File: src/rtl/tkrs_pkg.sv
// ----------------------------------------------------------------------------
// tkrs_pkg: shared definitions for the top-k running sum block
// Widths, capacity of the cell row, command codes and the cell control struct.
// ----------------------------------------------------------------------------
`default_nettype none

package tkrs_pkg;

    // number of cells in the row, one kept value each
    localparam int CAPACITY = 1024;

    localparam int VALUE_W = 32;
    localparam int SUM_W   = 64;
    localparam int LIMIT_W = 11;
    localparam int CNT_W   = $clog2(CAPACITY + 1);
    localparam int CMP_W   = (CNT_W > LIMIT_W) ? CNT_W : LIMIT_W;

    // keep_limit after reset
    localparam logic [LIMIT_W-1:0] LIMIT_RESET = LIMIT_W'(1024);

    // command codes
    localparam logic CMD_INSERT = 1'b0;
    localparam logic CMD_REPORT = 1'b1;

    // operation broadcast to every cell
    typedef struct packed {
        logic insert;   // sorted insert, cells at and above the slot shift up
        logic replace;  // drop the minimum, cells below the slot shift down
    } cell_op_t;

endpackage : tkrs_pkg

`default_nettype wire

File: src/rtl/tkrs_cell.sv
// ----------------------------------------------------------------------------
// tkrs_cell: one cell of the sorted value row
// Holds one value, compares it with the offered value and trades values with
// its two neighbours on an insert or a replace of the minimum.
// ----------------------------------------------------------------------------
`default_nettype none

module tkrs_cell
    import tkrs_pkg::*;
(
    input  wire                        aclk,
    input  wire cell_op_t              op,
    input  wire logic signed [VALUE_W-1:0] item_value,
    input  wire                        occupied,
    input  wire logic signed [VALUE_W-1:0] left_value,
    input  wire                        left_lt,
    input  wire logic signed [VALUE_W-1:0] right_value,
    input  wire                        right_lt,
    output logic signed [VALUE_W-1:0]  cell_value,
    output logic                       cell_lt
);

    logic signed [VALUE_W-1:0] value_reg;
    logic signed [VALUE_W-1:0] value_next;

    // occupied and strictly below the offered value
    assign cell_lt    = occupied && (value_reg < item_value);
    assign cell_value = value_reg;

    // neighbour exchange
    always_comb begin
        value_next = value_reg;
        if (op.insert) begin
            if (!left_lt) begin
                value_next = left_value;
            end else if (!cell_lt) begin
                value_next = item_value;
            end
        end else if (op.replace) begin
            if (right_lt) begin
                value_next = right_value;
            end else if (cell_lt) begin
                value_next = item_value;
            end
        end
    end

    always_ff @(posedge aclk) begin
        value_reg <= value_next;
    end

endmodule : tkrs_cell

`default_nettype wire

File: config.mk
export PLATFORM = sky130hd
export DESIGN_NAME = tkrs_cell
export DESIGN_NICKNAME = d
export VERILOG_FILES = /design/src/rtl/tkrs_pkg.sv /design/src/rtl/tkrs_cell.sv
export SDC_FILE = /design/constraint.sdc
export NUM_CORES = 1
export LEC_CHECK = 0
export ABC_CLOCK_PERIOD_IN_PS = 3400
export BUFFER_PORTS_ARGS = -buffer_cell sky130_fd_sc_hd__buf_4
export CORE_ASPECT_RATIO = 0.5
export CORE_UTILIZATION = 44
export DETAILED_ROUTE_END_ITERATION = 8
export GPL_TIMING_DRIVEN = 1
export PLACE_DENSITY = 0.78
export SLEW_MARGIN = 10
export SYNTH_ARGS = -nofsm -noshare
export SYNTH_HDL_FRONTEND = slang
export SYNTH_SLANG_ARGS = --single-unit
export TNS_END_PERCENT = 20
File: constraint.sdc
create_clock -name aclk -period 3.4 [get_ports aclk]
set_input_delay 0.17 -clock aclk [delete_from_list [all_inputs] [get_ports aclk]]
set_output_delay 0.17 -clock aclk [all_outputs]
set_load 0.02 [all_outputs]
==> results.md <==
- Status: finished, final reports clean
- Worst EP required: roughly 3.4 ns
- DR WL/cell: 15.2 um
- Post-synth EDFFs: 32
- Worst vdd ir: roughly 0.00025 V
- Post-Route Setup TNS: 0 ns
- # diodes: 0
- Number of buffers added on ports: 134
- Io pins: around 140
- FMAX: between 300 and 400 MHz
- Arrival @ worst endpoint: 2.85 ns
- Cell taking the most area after synthesis: edfxtp_1
- Synth unique cells: 29
- Async SR Flop Fraction: 0
- Dpl ws: about 0.62 ns
- Final-stage net count: 492
- Switching share of power: 0.332
- CTS tree: built
- Rows: 17
- Worst Path Buf+Inv: 1
- Final HPWL DP: ~5000 um
- Initial antenna violation count: 0
- Count of cells resized by post-cts repair: 0
- Seq cells post-synth: 32
- Final worst slack: 0.579 ns
- Final instance area: 0.00339 sq mm
- Most common cell in the netlist: inv_1
- Gpl congestion: 0.769
- Crit end category: flop
- Compound-Gate Fraction of Synth Area: 0.266
- Clock tree buffer depth: 2
- Syn. warnings: 0
- Min Tclk post-route: 2.82 ns
- CP Cell Sequence: ha_1, and4_1, a221oi_1, o21ai_0, or4_1, and3_1, buf_4
- CTS sink count: 32
- Gate Count Post-Synth: 230
- Remaining antenna violation count: 0
- Via count: between 2,000 and 2,500
- Clock share of power: 0.209
- Global route overflow: 0
- Skew final: just over 0.005 ns
- Largest net degree at the start of global routing: 65
- PwrDens: 394 mW/mm^2
- Die area: 0.00544 sq mm
- Final setup violating endpoints: 0
- Post-layout total power: 0.00134 W
- Largest family of logic cells by synthesized area: compound AO/OA/AOI/OAI gates
- Worst-Skew Late Latency: 0.28 ns
- Vias/cell: 5.52
- Slew Viols, Final: 0
- CP max stage cell: or4_1
- CP Launch Type: flop
- Hold Vio Cnt, Final: 0
- Combinational power share: 0.384
- GRT Util Overall: 0.244
- Drt pass-1 iters: 4
- Reg power frac: 0.406
- Hold Crit Class: input pin to flop
- Post-Synth XOR/XNOR Area: 0
- H-tree depth: 2
- CTS Buf Count: 5
- Simple logic cell fraction of the synthesized area: 0.0559
- Fill cell count: 362
- Dominant synthesized flop cell: edfxtp_1
- Synth Area in Adders: 0.172
- Crit path kind: flop to flop
- DRC Markers: 0
- Synth Net Count: between 300 and 400
- Die Height: about 53 um
- Synth-to-Final Area Change: 50.2%
- DP Area: 0.00332 sq mm
- Max-cap violations: 0
- Rel. slew slack: 0.197
- First-pass GRT wire length: a little under 10,000 um
- Fraction of layout cells with a size suffix above 1: 0.407
- Critical path's largest stage delay: 0.49 ns
- Psw: 0.000444 W
- Register area share after synthesis: 0.425
- Hold Buf Count CTS: 0
- RSZ-0062 raised after global routing: no
- Yosys top cell area share: 0.425
- Setup Fix Bufs, Post-CTS: 0
- Largest register FFs: 32
- Clk slew on worst S/H paths: 0.07 ns
- Mean post-synth cell area: 9.82 sq um
- Final period util: 0.830
- Chip Width: between 100 and 150 um
- Mapped Area: roughly 0.0023 sq mm
- CORE AREA: 0.00466 sq mm
- Top delay family on crit path: simple AND/OR/NAND/NOR gates
- CTS root buf: clkbuf_8
- Vias in the first global route: around 2,200
- Crit Path Max Fanout: 17
- Worst slew pin tran: 1.20 ns
- Area contributors post-synth: edfxtp_1, ha_1, a31oi_1
- Post-synthesis mux area share: 0
- 1st-iter DRT viols: 111
- Leakage: 1.62 nW
- Most instantiated cells after synthesis: inv_1, a31oi_1, edfxtp_1, o22ai_1, ha_1
- Initial Util: 0.485
- Routed WL: 6460 um
- Pint: 0.000893 W
[kinds of logic after synthesis]
group / count (synthesis)
buffers and inverters: 49
adders and majority gates: 31
AOI/OAI and AO/OA: 94
and+or+nand+nor: 24
DFF: 32
[power groups by stage]
| stage | Sequential, W | Clock [W] | Combinational (W) |
|---|---|---|---|
| global route | 0.000550 | 0.000297 | 0.000565 |
| CTS | 0.000543 | 0.000281 | 0.000516 |
| finish | 0.000543 | 0.000280 | 0.000514 |
| floorplan | 0.000617 | 0 | 0.000204 |
| global placement | 0.000547 | 0 | 0.000500 |
| detailed placement | 0.000551 | 0 | 0.000512 |
[per-stage QoR]
step,hold slack [ns],instances,util
floorplan,0.406,230,-
global placement,0.513,418,0.712
detailed placement,0.524,418,0.712
CTS,0.228,425,0.728
global route,0.234,425,0.728
finish,0.238,425,0.728
[path summary, 6_finish.rpt]
| kind | startpoint | to | slack (ns) | cells past startpoint |
|---|---|---|---|---|
| worst min-delay path | item_value[12] | cell_value[12] | 0.24 | 3 |
| worst max register to register | cell_value[30] | cell_value[21] | 0.58 | 7 |
| worst max-delay path | cell_value[30] | cell_value[21] | 0.58 | 7 |
| worst min register to register | cell_value[23] | cell_value[0] | 1.46 | 6 |
[cells in the final DEF, fill, tap and decap left out]
| master | count |
|---|---|
| and4_1 | 1 |
| clkbuf_8 | 5 |
| inv_1 | 35 |
| a21o_1 | 1 |
| a31oi_1 | 32 |
| and3_1 | 1 |
| ha_1 | 31 |
| nand2b_2 | 2 |
| nand4_1 | 4 |
| or4_1 | 1 |
| o311a_1 | 1 |
| nor3_1 | 1 |
| o21ai_0 | 5 |
| nor2_1 | 3 |
| nand3_1 | 3 |
| buf_4 | 136 |
| a211oi_1 | 2 |
| nand2_1 | 6 |
| a2111o_1 | 1 |
| a21oi_1 | 10 |
| a221oi_1 | 1 |
| a2111oi_0 | 2 |
| clkinv_2 | 1 |
| o21a_1 | 1 |
| clkbuf_1 | 1 |
| o22ai_1 | 32 |
| nand2b_1 | 2 |
| o2111ai_1 | 1 |
| edfxtp_1 | 32 |
| o21ai_1 | 3 |
| a2111oi_2 | 1 |
| o21ai_2 | 1 |
[layout make-up]
class	count	area (sq um)	share of cell area
flip-flops and latches	32	961	0.283
clock inverters	1	5.00	0.00147
inverters	35	131	0.0387
well taps	66	82.6	0.0243
multi-input cells	149	1120	0.330
repair buffers	136	1020	0.301
clock buffers	6	72.6	0.0214
[worst reg2reg max path, cell delays in order (launching register included)]
cell      delay (ns)
edfxtp_1        0.43
ha_1            0.33
and4_1          0.22
a221oi_1        0.47
o21ai_0         0.22
or4_1           0.49
and3_1          0.20
buf_4           0.21
[routing by layer]
layer | global-route usage | vias up | part of all wire
li1 | - | 1157 | -
met1 | 0.293 | 1114 | 0.43
met2 | 0.450 | 67 | 0.51
met3 | 0.0533 | 6 | 0.042
met4 | 0.0516 | 0 | 0.010
met5 | 0 | - | 0
No activity file was read; power rests on OpenSTA's default activity.
